## src/hdl/nsc_pkg.sv

```systemverilog
// nsc_pkg: types, character codes and tag tables of the nmea sentence checker
package nsc_pkg;

   localparam int CHAR_W = 8;
   localparam int POS_W  = 5;
   localparam int TAIL_W = 6;
   localparam int KIND_W = 3;

   localparam logic [CHAR_W-1:0] CHAR_STAR = 8'h2A;
   localparam logic [CHAR_W-1:0] CHAR_CR   = 8'h0D;
   localparam logic [CHAR_W-1:0] CHAR_LF   = 8'h0A;
   localparam logic [CHAR_W-1:0] CHAR_0    = 8'h30;
   localparam logic [CHAR_W-1:0] CHAR_9    = 8'h39;
   localparam logic [CHAR_W-1:0] CHAR_A    = 8'h41;
   localparam logic [CHAR_W-1:0] CHAR_F    = 8'h46;

   localparam logic [POS_W-1:0]  POS_MAX   = 5'd31;
   localparam logic [POS_W-1:0]  TAG_START = 5'd3;
   localparam logic [POS_W-1:0]  SHORT_END = 5'd5;
   localparam logic [POS_W-1:0]  TXT_END   = 5'd14;
   localparam logic [TAIL_W-1:0] TAIL_MAX  = 6'd32;

   localparam logic [CHAR_W-1:0] TAG_RMC [3]  = '{8'h52, 8'h4D, 8'h43};
   localparam logic [CHAR_W-1:0] TAG_GGA [3]  = '{8'h47, 8'h47, 8'h41};
   localparam logic [CHAR_W-1:0] TAG_GSV [3]  = '{8'h47, 8'h53, 8'h56};
   localparam logic [CHAR_W-1:0] TAG_TXT [12] = '{8'h54, 8'h58, 8'h54, 8'h2C,
                                                  8'h30, 8'h32, 8'h2C, 8'h30,
                                                  8'h31, 8'h2C, 8'h30, 8'h32};

   typedef enum logic [KIND_W-1:0] {
      KIND_OTHER = 3'd0,
      KIND_RMC   = 3'd1,
      KIND_GGA   = 3'd2,
      KIND_GSV   = 3'd3,
      KIND_TXT   = 3'd4
   } kind_type;

   typedef struct packed {
      logic [CHAR_W-1:0] char_byte;
      logic              last_char;
   } word_type;

   typedef struct packed {
      kind_type          sentence_kind;
      logic              checksum_ok;
      logic [CHAR_W-1:0] xor_sum;
   } result_type;

endpackage

```

## src/hdl/nsc_in_stage.sv

```systemverilog
// nsc_in_stage: input register that holds one accepted word until the parser takes it
module nsc_in_stage (
   input  logic             clock,
   input  logic             reset,
   input  logic             in_valid,
   output logic             in_ready,
   input  nsc_pkg::word_type in_word,
   input  logic             out_free,
   output logic             step,
   output nsc_pkg::word_type word
);
   import nsc_pkg::*;

   logic     valid_ff, valid_in;
   word_type word_ff, word_in;
   logic     advance;

   assign advance  = valid_ff && (!word_ff.last_char || out_free);
   assign in_ready = !valid_ff || advance;
   assign step     = advance;
   assign word     = word_ff;

   always_comb begin
      valid_in = valid_ff;
      word_in  = word_ff;
      if (in_valid && in_ready) begin
         valid_in = 1'b1;
         word_in  = in_word;
      end else if (advance) begin
         valid_in = 1'b0;
      end
   end

   always_ff @(posedge clock) begin
      if (reset) begin
         valid_ff <= 1'b0;
      end else begin
         valid_ff <= valid_in;
      end
      word_ff <= word_in;
   end

endmodule

```

## src/hdl/nsc_parser.sv

```systemverilog
// nsc_parser: per-sentence state, checksum and kind tracking, result on the last word
module nsc_parser (
   input  logic               clock,
   input  logic               reset,
   input  logic               step,
   input  nsc_pkg::word_type  word,
   output logic               res_load,
   output nsc_pkg::result_type result
);
   import nsc_pkg::*;

   logic [POS_W-1:0]  byte_pos_ff, byte_pos_in;
   logic [CHAR_W-1:0] xor_acc_ff, xor_acc_in;
   logic              star_seen_ff, star_seen_in;
   logic [TAIL_W-1:0] tail_count_ff, tail_count_in;
   logic [CHAR_W-1:0] hex_value_ff, hex_value_in;
   logic              hex_overflow_ff, hex_overflow_in;
   logic              line_end_seen_ff, line_end_seen_in;
   logic              bad_hex_ff, bad_hex_in;
   logic [3:0]        kind_match_ff, kind_match_in;

   logic [CHAR_W-1:0] c;
   logic [POS_W-1:0]  pos;
   logic [POS_W-1:0]  rel;
   logic              in_short, in_txt;
   logic [3:0]        hit;
   logic              is_digit, is_alpha;
   logic [3:0]        digit;
   logic [3:0]        km;
   logic [CHAR_W-1:0] xa;
   logic              ss, les, bh, ho;
   logic [TAIL_W-1:0] tc;
   logic [CHAR_W-1:0] hv;
   kind_type          kind;
   logic              ok;

   assign c        = word.char_byte;
   assign pos      = byte_pos_ff;
   assign rel      = pos - TAG_START;
   assign in_short = (pos >= TAG_START) && (pos <= SHORT_END);
   assign in_txt   = (pos >= TAG_START) && (pos < TXT_END + 5'd1);
   assign is_digit = (c >= CHAR_0) && (c <= CHAR_9);
   assign is_alpha = (c >= CHAR_A) && (c <= CHAR_F);

   always_comb begin
      hit[0] = !in_short || (c == TAG_RMC[rel[1:0]]);
      hit[1] = !in_short || (c == TAG_GGA[rel[1:0]]);
      hit[2] = !in_short || (c == TAG_GSV[rel[1:0]]);
      hit[3] = !in_txt   || (c == TAG_TXT[rel[3:0]]);
      if (is_digit) begin
         digit = 4'(c - CHAR_0);
      end else begin
         digit = 4'(c - CHAR_A + 8'd10);
      end
   end

   always_comb begin
      km  = kind_match_ff & hit;
      xa  = xor_acc_ff;
      ss  = star_seen_ff;
      tc  = tail_count_ff;
      les = line_end_seen_ff;
      bh  = bad_hex_ff;
      ho  = hex_overflow_ff;
      hv  = hex_value_ff;
      if (star_seen_ff) begin
         if (tail_count_ff < TAIL_MAX) begin
            tc = tail_count_ff + 6'd1;
         end
         if (!line_end_seen_ff) begin
            if (c == CHAR_CR || c == CHAR_LF) begin
               les = 1'b1;
            end else if (!is_digit && !is_alpha) begin
               bh = 1'b1;
            end else begin
               if (hex_value_ff > 8'd15) begin
                  ho = 1'b1;
               end
               hv = {hex_value_ff[3:0], digit};
            end
         end
      end else if (pos >= 5'd2 && c == CHAR_STAR) begin
         ss = 1'b1;
      end else if (pos >= 5'd1) begin
         xa = xor_acc_ff ^ c;
      end
   end

   always_comb begin
      priority if (km[0] && pos >= SHORT_END) begin
         kind = KIND_RMC;
      end else if (km[1] && pos >= SHORT_END) begin
         kind = KIND_GGA;
      end else if (km[2] && pos >= SHORT_END) begin
         kind = KIND_GSV;
      end else if (km[3] && pos >= TXT_END) begin
         kind = KIND_TXT;
      end else begin
         kind = KIND_OTHER;
      end
      ok = (pos >= 5'd2) && ss && (tc >= 6'd1) && (tc < TAIL_MAX) && !bh && !ho && (hv == xa);
   end

   assign res_load             = step && word.last_char;
   assign result.sentence_kind = kind;
   assign result.checksum_ok   = ok;
   assign result.xor_sum       = xa;

   always_comb begin
      byte_pos_in      = byte_pos_ff;
      xor_acc_in       = xor_acc_ff;
      star_seen_in     = star_seen_ff;
      tail_count_in    = tail_count_ff;
      hex_value_in     = hex_value_ff;
      hex_overflow_in  = hex_overflow_ff;
      line_end_seen_in = line_end_seen_ff;
      bad_hex_in       = bad_hex_ff;
      kind_match_in    = kind_match_ff;
      if (step) begin
         if (word.last_char) begin
            byte_pos_in      = '0;
            xor_acc_in       = '0;
            star_seen_in     = 1'b0;
            tail_count_in    = '0;
            hex_value_in     = '0;
            hex_overflow_in  = 1'b0;
            line_end_seen_in = 1'b0;
            bad_hex_in       = 1'b0;
            kind_match_in    = '1;
         end else begin
            byte_pos_in      = (byte_pos_ff < POS_MAX) ? byte_pos_ff + 5'd1 : byte_pos_ff;
            xor_acc_in       = xa;
            star_seen_in     = ss;
            tail_count_in    = tc;
            hex_value_in     = hv;
            hex_overflow_in  = ho;
            line_end_seen_in = les;
            bad_hex_in       = bh;
            kind_match_in    = km;
         end
      end
   end

   always_ff @(posedge clock) begin
      if (reset) begin
         byte_pos_ff      <= '0;
         xor_acc_ff       <= '0;
         star_seen_ff     <= 1'b0;
         tail_count_ff    <= '0;
         hex_value_ff     <= '0;
         hex_overflow_ff  <= 1'b0;
         line_end_seen_ff <= 1'b0;
         bad_hex_ff       <= 1'b0;
         kind_match_ff    <= '1;
      end else begin
         byte_pos_ff      <= byte_pos_in;
         xor_acc_ff       <= xor_acc_in;
         star_seen_ff     <= star_seen_in;
         tail_count_ff    <= tail_count_in;
         hex_value_ff     <= hex_value_in;
         hex_overflow_ff  <= hex_overflow_in;
         line_end_seen_ff <= line_end_seen_in;
         bad_hex_ff       <= bad_hex_in;
         kind_match_ff    <= kind_match_in;
      end
   end

endmodule

```

## src/hdl/nsc_out_stage.sv

```systemverilog
// nsc_out_stage: result register that holds one result word until the sink takes it
module nsc_out_stage (
   input  logic                clock,
   input  logic                reset,
   input  logic                res_load,
   input  nsc_pkg::result_type result,
   output logic                out_free,
   output logic                out_valid,
   input  logic                out_ready,
   output nsc_pkg::result_type out_result
);
   import nsc_pkg::*;

   logic       valid_ff, valid_in;
   result_type result_ff, result_in;

   assign out_free   = !valid_ff || out_ready;
   assign out_valid  = valid_ff;
   assign out_result = result_ff;

   always_comb begin
      valid_in  = valid_ff;
      result_in = result_ff;
      if (res_load) begin
         valid_in  = 1'b1;
         result_in = result;
      end else if (out_ready) begin
         valid_in = 1'b0;
      end
   end

   always_ff @(posedge clock) begin
      if (reset) begin
         valid_ff <= 1'b0;
      end else begin
         valid_ff <= valid_in;
      end
      result_ff <= result_in;
   end

endmodule

```

## src/hdl/nmea_sentence_check_unit.sv

```systemverilog
// nmea_sentence_check_unit: top level of the nmea sentence kind and checksum checker
//
//   channel  dir  tdata                               tuser
//   req_     in   [7:0] char_byte                     -       tlast = last_char
//   rsp_     out  [0] checksum_ok, [8:1] xor_sum      [2:0] sentence_kind
//
// one word per cycle, except while a last word waits in the input register on a stalled result
// a result passes from the input register through the parser into the result register
// synchronous reset clears the handshake valids and the per-sentence state
// a stalled result holds only a last word in the input register; other words keep flowing
module nmea_sentence_check_unit (
   input  logic        clock,
   input  logic        reset,
   input  logic        req_tvalid,
   output logic        req_tready,
   input  logic [7:0]  req_tdata,   // [7:0] char_byte
   input  logic        req_tlast,
   output logic        rsp_tvalid,
   input  logic        rsp_tready,
   output logic [15:0] rsp_tdata,   // [0] checksum_ok, [8:1] xor_sum, rest zero
   output logic [2:0]  rsp_tuser    // [2:0] sentence_kind
);
   import nsc_pkg::*;

   word_type   in_word, word;
   result_type result, out_result;
   logic       step, res_load, out_free;

   assign in_word.char_byte = req_tdata;
   assign in_word.last_char = req_tlast;

   nsc_in_stage u_in_stage (
      .clock    (clock),
      .reset    (reset),
      .in_valid (req_tvalid),
      .in_ready (req_tready),
      .in_word  (in_word),
      .out_free (out_free),
      .step     (step),
      .word     (word)
   );

   nsc_parser u_parser (
      .clock    (clock),
      .reset    (reset),
      .step     (step),
      .word     (word),
      .res_load (res_load),
      .result   (result)
   );

   nsc_out_stage u_out_stage (
      .clock      (clock),
      .reset      (reset),
      .res_load   (res_load),
      .result     (result),
      .out_free   (out_free),
      .out_valid  (rsp_tvalid),
      .out_ready  (rsp_tready),
      .out_result (out_result)
   );

   assign rsp_tdata = {7'd0, out_result.xor_sum, out_result.checksum_ok};
   assign rsp_tuser = out_result.sentence_kind;

endmodule

```

## config.mk

```make
export PLATFORM = sky130hd
export DESIGN_NAME = nmea_sentence_check_unit
export DESIGN_NICKNAME = d
export VERILOG_FILES = /design/src/hdl/nsc_pkg.sv /design/src/hdl/nsc_in_stage.sv /design/src/hdl/nsc_parser.sv /design/src/hdl/nsc_out_stage.sv /design/src/hdl/nmea_sentence_check_unit.sv
export SDC_FILE = /design/constraint.sdc
export NUM_CORES = 1
export LEC_CHECK = 0
export ABC_CLOCK_PERIOD_IN_PS = 6900
export BUFFER_PORTS_ARGS = -buffer_cell sky130_fd_sc_hd__buf_2
export CAP_MARGIN = 20
export CELL_PAD_IN_SITES_DETAIL_PLACEMENT = 1
export CELL_PAD_IN_SITES_GLOBAL_PLACEMENT = 1
export CORE_MARGIN = 4
export CORE_UTILIZATION = 30
export DETAILED_ROUTE_END_ITERATION = 8
export GPL_ROUTABILITY_DRIVEN = 0
export PLACE_DENSITY_LB_ADDON = 0.1
export SYNTH_ARGS = -nofsm -noshare
export SYNTH_HDL_FRONTEND = slang
export SYNTH_SLANG_ARGS = --single-unit
export TNS_END_PERCENT = 1
```

## constraint.sdc

```tcl
create_clock -name clock -period 6.9 [get_ports clock]
set_input_delay 1.035 -clock clock [delete_from_list [all_inputs] [get_ports clock]]
set_output_delay 1.035 -clock clock [all_outputs]
set_load 0.005 [all_outputs]
```

==> flow_summary.yaml, run 1 <==
outcome:
  outcome: "finished, final reports clean"
detailed_routing:
  ant_nets: 0
  route.met3.wl_um: 313
  drc: 0
  dr.pass1.iters: 4
  highest-signal-layer: "met4"
  initialDrtViolationCount: 170
  route.layer.met1.wl_um: 4730
  met2WireLength_um: 4580
  detail_route.wl_per_cell_um: 17.8
  wirelength_um: 9870
  total_via_count_after_detailed_routing: 2880
  vias_per_cell: 5.21
power:
  power.density_cell_area_nw_per_um2: 248
  irDropWorstVdd_uv: 179
  cell_leakage_power_nw: 1.49
global_routing:
  grt_overflow: 0
  grt_antenna_before_repair: 0
  pin_count_of_the_biggest_net_entering_global_routing: 27
  grt_pass1_wl_um: 16000
  grtUsageTotal_pct: 16.0
  number_of_global_route_vias_before_repair: 2986
synth:
  post_synth_instance_area_um2: 3470
  yosys_warnings: 0
  yosys_register_bits: 58
  portion_of_the_post_synthesis_area_used_by_sequential_elements_pct: 39.5
  synth_enable_flop_cells: 21
  synth_largest_type_area_fraction_pct: 21.3
  synth.distinct_cells: 63
  post_synth.cell_area_avg_um2: 8.88
  synth_top_cells_by_area: "sky130_fd_sc_hd__dfxtp_1, sky130_fd_sc_hd__edfxtp_1, sky130_fd_sc_hd__nor2_1"
  async_reset_ff_share_pct: 0
  post_synth_inst_count: 391
  ys_dominant_reg_cell: "sky130_fd_sc_hd__dfxtp_1"
  cell_type_with_the_largest_total_area_after_synthesis: "sky130_fd_sc_hd__dfxtp_1"
clock_tree:
  cts.reportedPaths.clkPinSlew_ns: 0.05
  clk_root_buffer_cell: "sky130_fd_sc_hd__clkbuf_16"
  cts-hold-fix-buffers: 0
  cts.sink_count: 58
  cts-buffers-inserted: 9
  tritoncts: "yes"
  clock_insertion_delay_worst_skew_ns: 0.34
  clock_path_buffers: 2
  htreeDepth: 3
  post-cts-setup-buffer-count: 0
  post_cts.resized_instances: 0
sta:
  timing.max_slew.rel_slack_pct: 36.0
  fin_worst_hold_slack_ns: 0.460
  worstMarginPinSlew_ns: 0.956
  fmax_ghz: 0.323
  hold_viol_final: 0
  rsz0062_at_grt: "false"
  post-route-period-util_pct: 44.8
  setup_viol_count_final: 0
  finalCriticalPeriod_ns: 3.09
  worst_clock_skew_ns: 0.00526
  post-route-worst-setup-slack_ns: 3.81
  timing_max_transition_violations_final: 0
  setup_total_negative_slack_ns: 0
final_layout:
  most_common_library_cell_in_the_layout_ignoring_fill_and_taps: "sky130_fd_sc_hd__nor2_1"
  antenna_cells: 0
  nFillCells: 1327
  final_layout_size_suffix_gt1_share_pct: 13.4
  mostFrequentLayoutCells: "sky130_fd_sc_hd__nor2_1, sky130_fd_sc_hd__dfxtp_1, sky130_fd_sc_hd__a21oi_1"
  finish.net_count: 429
  storage_cell_area_um2: 1370
  area_occupied_by_multi_input_gates_um2: 1930
  syn_to_final_growth_pct: 15.4
floorplanning:
  rows: 39
  design.core.area_um2: 11400
  design.die.area_um2: 13400
  fp.dieW_um: 116
  initial_utilization_pct: 30.5
  boundaryPins: 34
  fp.dieH_um: 116
setup_path:
  critPathCaptureType: "flop"
  crit_required_ns: 6.98
  crit_path_max_fanout: 12
  crit_path_max_incr_delay_ns: 0.63
  timing.critical_path.from_type: "flop"
  cp.arrival_ns: 3.17
  worst-setup-path-type: "flop to flop"
  critical_path.slowest_cell: "sky130_fd_sc_hd__dfxtp_1"
  worst_path_cell_chain: "ha_1 -> xnor2_1 -> mux2_2 -> mux2i_1 -> xor2_1 -> nor3_1 -> o2111a_1 -> o41ai_1 -> nor4_1"
placement:
  io_buffer_count: 26
  hpwlAfterDp_um: 7170
  place_ws_ns: 3.78
worst_hold_path:
  worst_hold_path_type: "flop to flop"
job:
  drv.max_cap_violation_count: 0
final cells by class:
cell class	count	share of cell area [%]
Tap cell	143	4.47
Timing Repair Buffer	27	3.44
Clock buffer	12	6.40
Sequential cell	58	34.2
Clock inverter	4	2.44
Multi-Input combinational cell	300	48.2
Inverter	9	0.843
through the flow:
step | instance area (um2) | total power [mW] | cells | util [%]
floorplan | 3490 | 0.444 | 397 | -
global placement | 3650 | 0.469 | 537 | 32.1
detailed placement | 3650 | 0.470 | 537 | 32.1
CTS | 4010 | 1.01 | 553 | 35.2
global route | 4010 | 1.04 | 553 | 35.2
finish | 4010 | 0.994 | 553 | 35.2
synth_stat cells (3+ instances only):
master / n
sky130_fd_sc_hd__ha_1: 11
sky130_fd_sc_hd__nor2_1: 50
sky130_fd_sc_hd__a21oi_1: 34
sky130_fd_sc_hd__buf_2: 5
sky130_fd_sc_hd__a22oi_1: 12
sky130_fd_sc_hd__xnor2_1: 21
sky130_fd_sc_hd__dfxtp_1: 37
sky130_fd_sc_hd__or2_2: 4
sky130_fd_sc_hd__nand2_1: 20
sky130_fd_sc_hd__nor3_1: 15
sky130_fd_sc_hd__nor4_1: 6
sky130_fd_sc_hd__nand3_1: 7
sky130_fd_sc_hd__o21a_1: 3
sky130_fd_sc_hd__clkbuf_1: 16
sky130_fd_sc_hd__or3_1: 3
sky130_fd_sc_hd__xor2_1: 12
sky130_fd_sc_hd__edfxtp_1: 21
sky130_fd_sc_hd__inv_1: 9
sky130_fd_sc_hd__a21o_1: 3
sky130_fd_sc_hd__nand2b_1: 4
sky130_fd_sc_hd__a32oi_1: 3
sky130_fd_sc_hd__nand4_1: 4
sky130_fd_sc_hd__o21ai_0: 14
sky130_fd_sc_hd__o22ai_1: 3
sky130_fd_sc_hd__buf_4: 7
sky130_fd_sc_hd__mux2i_1: 7
sky130_fd_sc_hd__nor2b_1: 8
sky130_fd_sc_hd__and2_1: 3
sky130_fd_sc_hd__a31oi_1: 8
flip-flops by register name, summed over array words and instances, names as in the netlist:
| signal | cells |
|---|---|
| u_in_stage.word | 9 |
| u_parser.hex_overflow_ff | 1 |
| u_parser.star_seen_ff | 1 |
| u_parser.kind_match_ff | 4 |
| u_out_stage.out_result | 12 |
| u_parser.tail_count_ff | 6 |
| u_parser.line_end_seen_ff | 1 |
| u_parser.byte_pos_ff | 5 |
| u_in_stage.valid_ff | 1 |
| u_parser.bad_hex_ff | 1 |
| u_parser.xor_acc_ff | 8 |
| u_parser.hex_value_ff | 8 |
| u_out_stage.out_valid | 1 |
routing by layer:
metal  global-route usage, %  vias to the layer above
li1                        -                     1423
met1                    20.9                     1406
met2                    25.2                       36
met3                    4.54                       15
met4                    6.42                        0
met5                       0                        -
worst paths after layout:
| check | startpoint | end | slack [ns] | depth (start not counted) |
|---|---|---|---|---|
| max | u_parser.byte_pos_ff[1] | u_out_stage.out_result[11] | 3.81 | 9 |
| min | u_parser.kind_match_ff[0] | u_parser.kind_match_ff[0] | 0.46 | 1 |
| max reg2reg | u_parser.byte_pos_ff[1] | u_out_stage.out_result[11] | 3.81 | 9 |
| min reg2reg | u_parser.kind_match_ff[0] | u_parser.kind_match_ff[0] | 0.46 | 1 |
kinds of logic (layout without fill, tap and decap cells):
logic type | count (synthesis) | count (layout) | share of synthesized area, %
compound gates | 100 | 100 | 18.6
xor+xnor | 34 | 34 | 8.79
fa+ha+maj | 11 | 11 | 3.96
buf+inv | 39 | 52 | 5.59
flops | 58 | 58 | 39.5
mux | 8 | 8 | 2.34
other cells | 1 | 7 | 0.108
simple gates | 140 | 140 | 21.1
report_power, final:
| part | internal (mW) | switching (mW) | total, mW |
|---|---|---|---|
| clock network | 0.372 | 0.160 | 0.532 |
| registers | 0.363 | 0.0144 | 0.378 |
| logic | 0.0325 | 0.0515 | 0.0840 |
| total | 0.768 | 0.226 | 0.994 |
worst max-delay path, delay by kind of cell (launching register included):
family / cells / cell delay, ns
AO/OA/AOI/OAI: 2 / 0.59
XOR/XNOR: 2 / 0.45
adder cells (fa/ha/maj): 1 / 0.46
flip-flops: 1 / 0.63
multiplexers: 2 / 0.55
AND/OR/NAND/NOR: 2 / 0.16
(Power assumes the default switching activity.)
==> run 2, diff against run 1 <==
--- a/config.mk
+++ b/config.mk
@@ -5,7 +5,8 @@
 export SDC_FILE = /design/constraint.sdc
 export NUM_CORES = 1
 export LEC_CHECK = 0
-export ABC_CLOCK_PERIOD_IN_PS = 6900
+export ABC_AREA = 1
+export ABC_CLOCK_PERIOD_IN_PS = 2800
 export BUFFER_PORTS_ARGS = -buffer_cell sky130_fd_sc_hd__buf_2
 export CAP_MARGIN = 20
 export CELL_PAD_IN_SITES_DETAIL_PLACEMENT = 1
==> constraint.sdc (replaced) <==
create_clock -name clock -period 2.8 [get_ports clock]
set_input_delay 0.42 -clock clock [delete_from_list [all_inputs] [get_ports clock]]
set_output_delay 0.42 -clock clock [all_outputs]
set_load 0.005 [all_outputs]
==> flow_summary.yaml, run 2 <==
power:
  cell_leakage_power_nw: 1.97
  irDropWorstVdd_uv: 340
  power.density_cell_area_nw_per_um2: 555
  power_mw: 2.44
synth:
  yosys_register_bits: 58
  synth_largest_type_area_fraction_pct: 19.5
  post_synth.cell_area_avg_um2: 6.87
  ys_dominant_reg_cell: "sky130_fd_sc_hd__dfxtp_1"
  portion_of_the_post_synthesis_area_used_by_sequential_elements_pct: 36.1
  synth_top_cells_by_area: "sky130_fd_sc_hd__dfxtp_1, sky130_fd_sc_hd__nand2_1, sky130_fd_sc_hd__edfxtp_1"
  yosys_warnings: 0
  synth_most_common_cell: "sky130_fd_sc_hd__nand2_1"
  synth_top_cells_by_count: "sky130_fd_sc_hd__nand2_1, sky130_fd_sc_hd__inv_1, sky130_fd_sc_hd__nand3_1"
  post_synth_inst_count: 553
  synth.distinct_cells: 41
  post_synth_instance_area_um2: 3800
  cell_type_with_the_largest_total_area_after_synthesis: "sky130_fd_sc_hd__dfxtp_1"
  async_reset_ff_share_pct: 0
  synth_enable_flop_cells: 21
sta:
  setup_total_negative_slack_ns: 0
  timing_max_transition_violations_final: 0
  finalCriticalPeriod_ns: 2.49
  worst_clock_skew_ns: 0.00705
  hold_viol_final: 0
  setup_viol_count_final: 0
  worstMarginPinSlew_ns: 0.711
  fmax_ghz: 0.402
  post-route-period-util_pct: 88.8
  rsz0062_at_grt: "false"
  timing.max_slew.rel_slack_pct: 52.5
  post-route-worst-setup-slack_ns: 0.313
clock_tree:
  htreeDepth: 3
  cts-buffers-inserted: 9
  post-cts-setup-buffer-count: 0
  cts-hold-fix-buffers: 0
  clk_root_buffer_cell: "sky130_fd_sc_hd__clkbuf_16"
  cts.sink_count: 58
  clock_insertion_delay_worst_skew_ns: 0.34
  post_cts.resized_instances: 0
  tritoncts: "yes"
  clock_path_buffers: 2
  cts.reportedPaths.clkPinSlew_ns: 0.05
detailed_routing:
  initialDrtViolationCount: 151
  wirelength_um: 11600
  ant_nets: 0
  total_via_count_after_detailed_routing: 3629
  dr.pass1.iters: 4
  drc: 0
  vias_per_cell: 4.82
  detail_route.wl_per_cell_um: 15.4
placement:
  placedInstanceArea_um2: 4060
  hpwlAfterDp_um: 8870
  io_buffer_count: 26
  place_ws_ns: 0.276
setup_path:
  critical_path.slowest_cell: "sky130_fd_sc_hd__dfxtp_1"
  worst_path_cell_chain: "inv_1 -> ha_1 -> nor2_4 -> nand3_2 -> nand2_1 -> o21ai_1 -> a21oi_1 -> nand3_1 -> nand2_1 -> nor2_1 -> nand3_1 -> nor2_1"
  cp.arrival_ns: 2.59
  crit_path_max_fanout: 13
  crit_buf_inv: 1
  r2r_setup_slack_ns: 0.31
  worstRegToRegCells: 12
  timing.critical_path.from_type: "flop"
  crit_required_ns: 2.90
  r2r-start: "u_parser.byte_pos_ff[1]"
  path_delay_family: "simple AND/OR/NAND/NOR gates"
  reg2reg_to: "u_out_stage.out_result[8]"
  crit_path_max_incr_delay_ns: 0.53
  critPathCaptureType: "flop"
  worst-setup-path-type: "flop to flop"
outcome:
  outcome: "finished, final reports clean"
job:
  drv.max_cap_violation_count: 0
final_layout:
  mostFrequentLayoutCells: "sky130_fd_sc_hd__nand2_1, sky130_fd_sc_hd__inv_1, sky130_fd_sc_hd__nand3_1"
  most_common_library_cell_in_the_layout_ignoring_fill_and_taps: "sky130_fd_sc_hd__nand2_1"
  final_instance_area_um2: 4400
  antenna_cells: 0
  finish.net_count: 604
  largest_register_ffs: 12
  final_layout_size_suffix_gt1_share_pct: 14.5
  syn_to_final_growth_pct: 15.9
global_routing:
  number_of_global_route_vias_before_repair: 3770
  grt_overflow: 0
  pin_count_of_the_biggest_net_entering_global_routing: 26
  grt_pass1_wl_um: 19100
  grtUsageTotal_pct: 17.0
  grt_antenna_before_repair: 0
floorplanning:
  rows: 40
  fp.dieW_um: 121
  design.die.area_um2: 14500
  initial_utilization_pct: 31.1
  fp.dieH_um: 121
  boundaryPins: 34
  design.core.area_um2: 12200
worst_hold_path:
  worst_hold_path.endpoint: "u_in_stage.word[6]"
  min_delay_path_depth: 1
  worst_hold_path_type: "input port to flop"
  hold_path_startpoint: "req_tdata[5]"
==> run 2: through the flow <==
stage | hold slack (ns) | util, % | cells
CTS | 0.237 | 36.1 | 753
global placement | 0.455 | 33.2 | 737
global route | 0.237 | 36.1 | 753
detailed placement | 0.480 | 33.2 | 737
finish | 0.252 | 36.1 | 753
floorplan | 0.437 | - | 559
==> run 2: worst max path at each step <==
stage                                 start                   endpoint  depth (start not counted)
finish              u_parser.byte_pos_ff[1]  u_out_stage.out_result[8]                         12
CTS                 u_parser.byte_pos_ff[0]  u_out_stage.out_result[8]                         13
detailed placement  u_parser.byte_pos_ff[0]  u_out_stage.out_result[8]                         13
global route        u_parser.byte_pos_ff[1]  u_out_stage.out_result[8]                         13
floorplan                u_in_stage.word[2]  u_out_stage.out_result[8]                         16
global placement    u_parser.byte_pos_ff[0]  u_out_stage.out_result[8]                         14
==> run 2: logic make-up after synthesis <==
kind of cell             count (synthesis)  share of synthesized area (%)
AO/OA/AOI/OAI                           83                           12.2
XOR/XNOR                                11                           2.54
adder cells (fa/ha/maj)                 11                           3.62
buffers and inverters                   81                           9.88
flip-flops                              58                           36.1
other                                    1                         0.0987
AND/OR/NAND/NOR                        308                           35.5
==> run 2: worst reg2reg max path, stage by stage (launching register included) <==
cell                      delay, ns
sky130_fd_sc_hd__dfxtp_1       0.53
sky130_fd_sc_hd__inv_1         0.14
sky130_fd_sc_hd__ha_1          0.26
sky130_fd_sc_hd__nor2_4        0.12
sky130_fd_sc_hd__nand3_2       0.25
sky130_fd_sc_hd__nand2_1       0.12
sky130_fd_sc_hd__o21ai_1       0.06
sky130_fd_sc_hd__a21oi_1       0.39
sky130_fd_sc_hd__nand3_1       0.13
sky130_fd_sc_hd__nand2_1       0.10
sky130_fd_sc_hd__nor2_1        0.04
sky130_fd_sc_hd__nand3_1       0.07
sky130_fd_sc_hd__nor2_1        0.04
==> run 2: final cells by class <==
cell class	count	area (um2)
Tap cell	168	210
Clock buffer	12	278
Multi-Input combinational cell	420	2070
Sequential cell	58	1370
Timing Repair Buffer	32	175
Fill cell	1571	7810
Clock inverter	4	70.1
Inverter	59	224
==> run 2: metal layers <==
metal,GRT usage [%],share of wire (%),up-vias
met5,0,0,-
met4,7.37,2.7,0
met3,3.74,3.4,19
met2,27.3,45,52
met1,21.9,49,1730
li1,-,-,1828
==> run 2: power by group <==
part | internal [mW] | total, mW | switching, mW
Combinational | 0.0776 | 0.241 | 0.164
Clock | 0.878 | 1.28 | 0.406
Sequential | 0.896 | 0.918 | 0.0219
Total | 1.85 | 2.44 | 0.592
==> run 3, diff against run 2 <==
--- a/config.mk
+++ b/config.mk
@@ -6,7 +6,7 @@
 export NUM_CORES = 1
 export LEC_CHECK = 0
 export ABC_AREA = 1
-export ABC_CLOCK_PERIOD_IN_PS = 2800
+export ABC_CLOCK_PERIOD_IN_PS = 2220
 export BUFFER_PORTS_ARGS = -buffer_cell sky130_fd_sc_hd__buf_2
 export CAP_MARGIN = 20
 export CELL_PAD_IN_SITES_DETAIL_PLACEMENT = 1
==> constraint.sdc (replaced) <==
create_clock -name clock -period 2.22 [get_ports clock]
set_input_delay 0.333 -clock clock [delete_from_list [all_inputs] [get_ports clock]]
set_output_delay 0.333 -clock clock [all_outputs]
set_load 0.005 [all_outputs]
==> flow_summary.yaml, run 3 (synthesis gave the netlist of run 2 again) <==
sta:
  finalCriticalPeriod_ns: 2.15
  hold_viol_final: 0
  worstMarginPinSlew_ns: 1.09
  fmax_ghz: 0.465
  post-route-period-util_pct: 97.0
  worst_clock_skew_ns: 0.0151
  rsz0062_at_grt: "true"
  setup_viol_count_final: 0
  post-route-worst-setup-slack_ns: 0.0674
  setup_total_negative_slack_ns: 0
  timing_max_transition_violations_final: 0
  timing.max_slew.rel_slack_pct: 27.4
floorplanning:
  design.core.area_um2: 12200
  boundaryPins: 34
  rows: 40
  initial_utilization_pct: 31.1
  fp.dieH_um: 121
  fp.dieW_um: 121
  design.die.area_um2: 14500
setup_path:
  worst-setup-path-type: "flop to flop"
  cp-endpoint: "u_out_stage.out_result[8]"
  beginning_of_the_critical_path: "u_in_stage.word[2]"
  reg2reg_to: "u_out_stage.out_result[8]"
  r2r-start: "u_in_stage.word[2]"
  r2r_setup_slack_ns: 0.07
  cp.arrival_ns: 2.24
  worstRegToRegCells: 15
  crit_path_max_fanout: 6
  timing.critical_path.from_type: "flop"
  critPathCaptureType: "flop"
  crit_required_ns: 2.31
final_layout:
  mostFrequentLayoutCells: "sky130_fd_sc_hd__nand2_1, sky130_fd_sc_hd__inv_1, sky130_fd_sc_hd__buf_4"
  most_common_library_cell_in_the_layout_ignoring_fill_and_taps: "sky130_fd_sc_hd__nand2_1"
  antenna_cells: 0
  syn_to_final_growth_pct: 29.7
  nFillCells: 1569
  final_layout_size_suffix_gt1_share_pct: 25.3
  largest_register_ffs: 12
  layout.cells.non_filler: 796
  finish.net_count: 647
  final_instance_area_um2: 4930
detailed_routing:
  drc: 0
  ant_nets: 0
  route.layer.met1.wl_um: 5900
  dr.pass1.iters: 4
  wirelength_um: 12400
  route.met3.wl_um: 426
  detail_route.wl_per_cell_um: 15.6
  highest-signal-layer: "met4"
  total_via_count_after_detailed_routing: 3798
  initialDrtViolationCount: 120
  vias_per_cell: 4.77
  met2WireLength_um: 5880
power:
  irDropWorstVdd_uv: 447
  cell_leakage_power_nw: 2.16
  power.density_cell_area_nw_per_um2: 596
worst_hold_path:
  hold_path_startpoint: "req_tdata[4]"
  worst_hold_path_type: "input port to flop"
global_routing:
  pin_count_of_the_biggest_net_entering_global_routing: 28
  grt_antenna_before_repair: 0
  grt_overflow: 0
  grt_pass1_wl_um: 19800
  grtUsageTotal_pct: 17.3
  number_of_global_route_vias_before_repair: 3809
placement:
  placed_cells: 762
  hpwlAfterDp_um: 9110
  placedInstanceArea_um2: 4260
  io_buffer_count: 26
  place_ws_ns: 0.00229
clock_tree:
  tritoncts: "yes"
  clock_path_buffers: 2
  clk_root_buffer_cell: "sky130_fd_sc_hd__clkbuf_16"
  cts-hold-fix-buffers: 0
  cts.sink_count: 58
  clock_insertion_delay_worst_skew_ns: 0.34
  cts.reportedPaths.clkPinSlew_ns: 0.06
  cts-buffers-inserted: 9
  htreeDepth: 3
job:
  drv.max_cap_violation_count: 0
outcome:
  outcome: "finished, final reports clean"
[run 3: cell types whose count changed in the layout (fill, tap and decap cells not counted), moves of 6 or more]
cell	previous run	this run
sky130_fd_sc_hd__nand2_1	186	175
sky130_fd_sc_hd__buf_4	6	43
sky130_fd_sc_hd__nand2_2	12	21
sky130_fd_sc_hd__nand3_1	45	37
sky130_fd_sc_hd__ha_1	11	5
[run 3: how the worst min path moves through the flow]
stage / end / cells past startpoint
after CTS: u_in_stage.word[5] / 1
after floorplan: u_in_stage.word[0] / 0
after global routing: u_in_stage.word[5] / 1
after detailed placement: u_parser.kind_match_ff[3] / 2
final: u_in_stage.word[5] / 1
after global placement: u_parser.kind_match_ff[1] / 2
[run 3: final cells by class]
type                            count  area (um2)  share of cell area (%)
Inverter                           59         234                    4.75
Clock inverter                      3        40.0                   0.812
Timing Repair Buffer               74         518                    10.5
Sequential cell                    58        1380                    27.9
Clock buffer                       13         250                    5.08
Tap cell                          168         210                    4.27
Multi-Input combinational cell    421        2300                    46.7
[run 3: worst max-delay path, cell delays in order (launching register included)]
cell	delay, ns
sky130_fd_sc_hd__edfxtp_1	0.48
sky130_fd_sc_hd__inv_2	0.13
sky130_fd_sc_hd__ha_4	0.19
sky130_fd_sc_hd__o21ai_2	0.14
sky130_fd_sc_hd__nand2_2	0.10
sky130_fd_sc_hd__nand2_4	0.15
sky130_fd_sc_hd__buf_6	0.12
sky130_fd_sc_hd__nand2_1	0.05
sky130_fd_sc_hd__nand2_2	0.11
sky130_fd_sc_hd__nand3_4	0.09
sky130_fd_sc_hd__nand2_2	0.07
sky130_fd_sc_hd__nand2_2	0.05
sky130_fd_sc_hd__nand2_1	0.05
sky130_fd_sc_hd__nor2_1	0.04
sky130_fd_sc_hd__nand3_1	0.07
sky130_fd_sc_hd__nor2_1	0.05
[run 3: repair_timing]
action                                  in CTS  in global routing
buffers inserted                             0                 17
endpoints found under the setup margin       1                  3
resized for setup                            2                 58
gates cloned                                 0                  1
pin swaps                                    0                 22
[run 3: where the power goes]
part           internal [mW]  total, mW  leakage (nW)  switching (mW)
Clock                  0.895       1.38         0.144           0.483
Combinational          0.162      0.409          1.51           0.247
Sequential              1.13       1.15         0.501          0.0202
[run 3: per-layer routing]
layer | track usage [%] | vias up
met5 | 0 | -
met4 | 5.59 | 0
met3 | 3.70 | 15
met2 | 27.8 | 54
met1 | 23.3 | 1803
li1 | - | 1926
[run 3: through the flow]
step                power, mW  hold slack (ns)  util [%]
global placement         1.52            0.450      34.8
detailed placement       1.53            0.452      34.8
CTS                      2.94            0.148      37.3
floorplan                1.40            0.432         -
global route             3.09            0.158      40.4
finish                   2.94            0.167      40.4
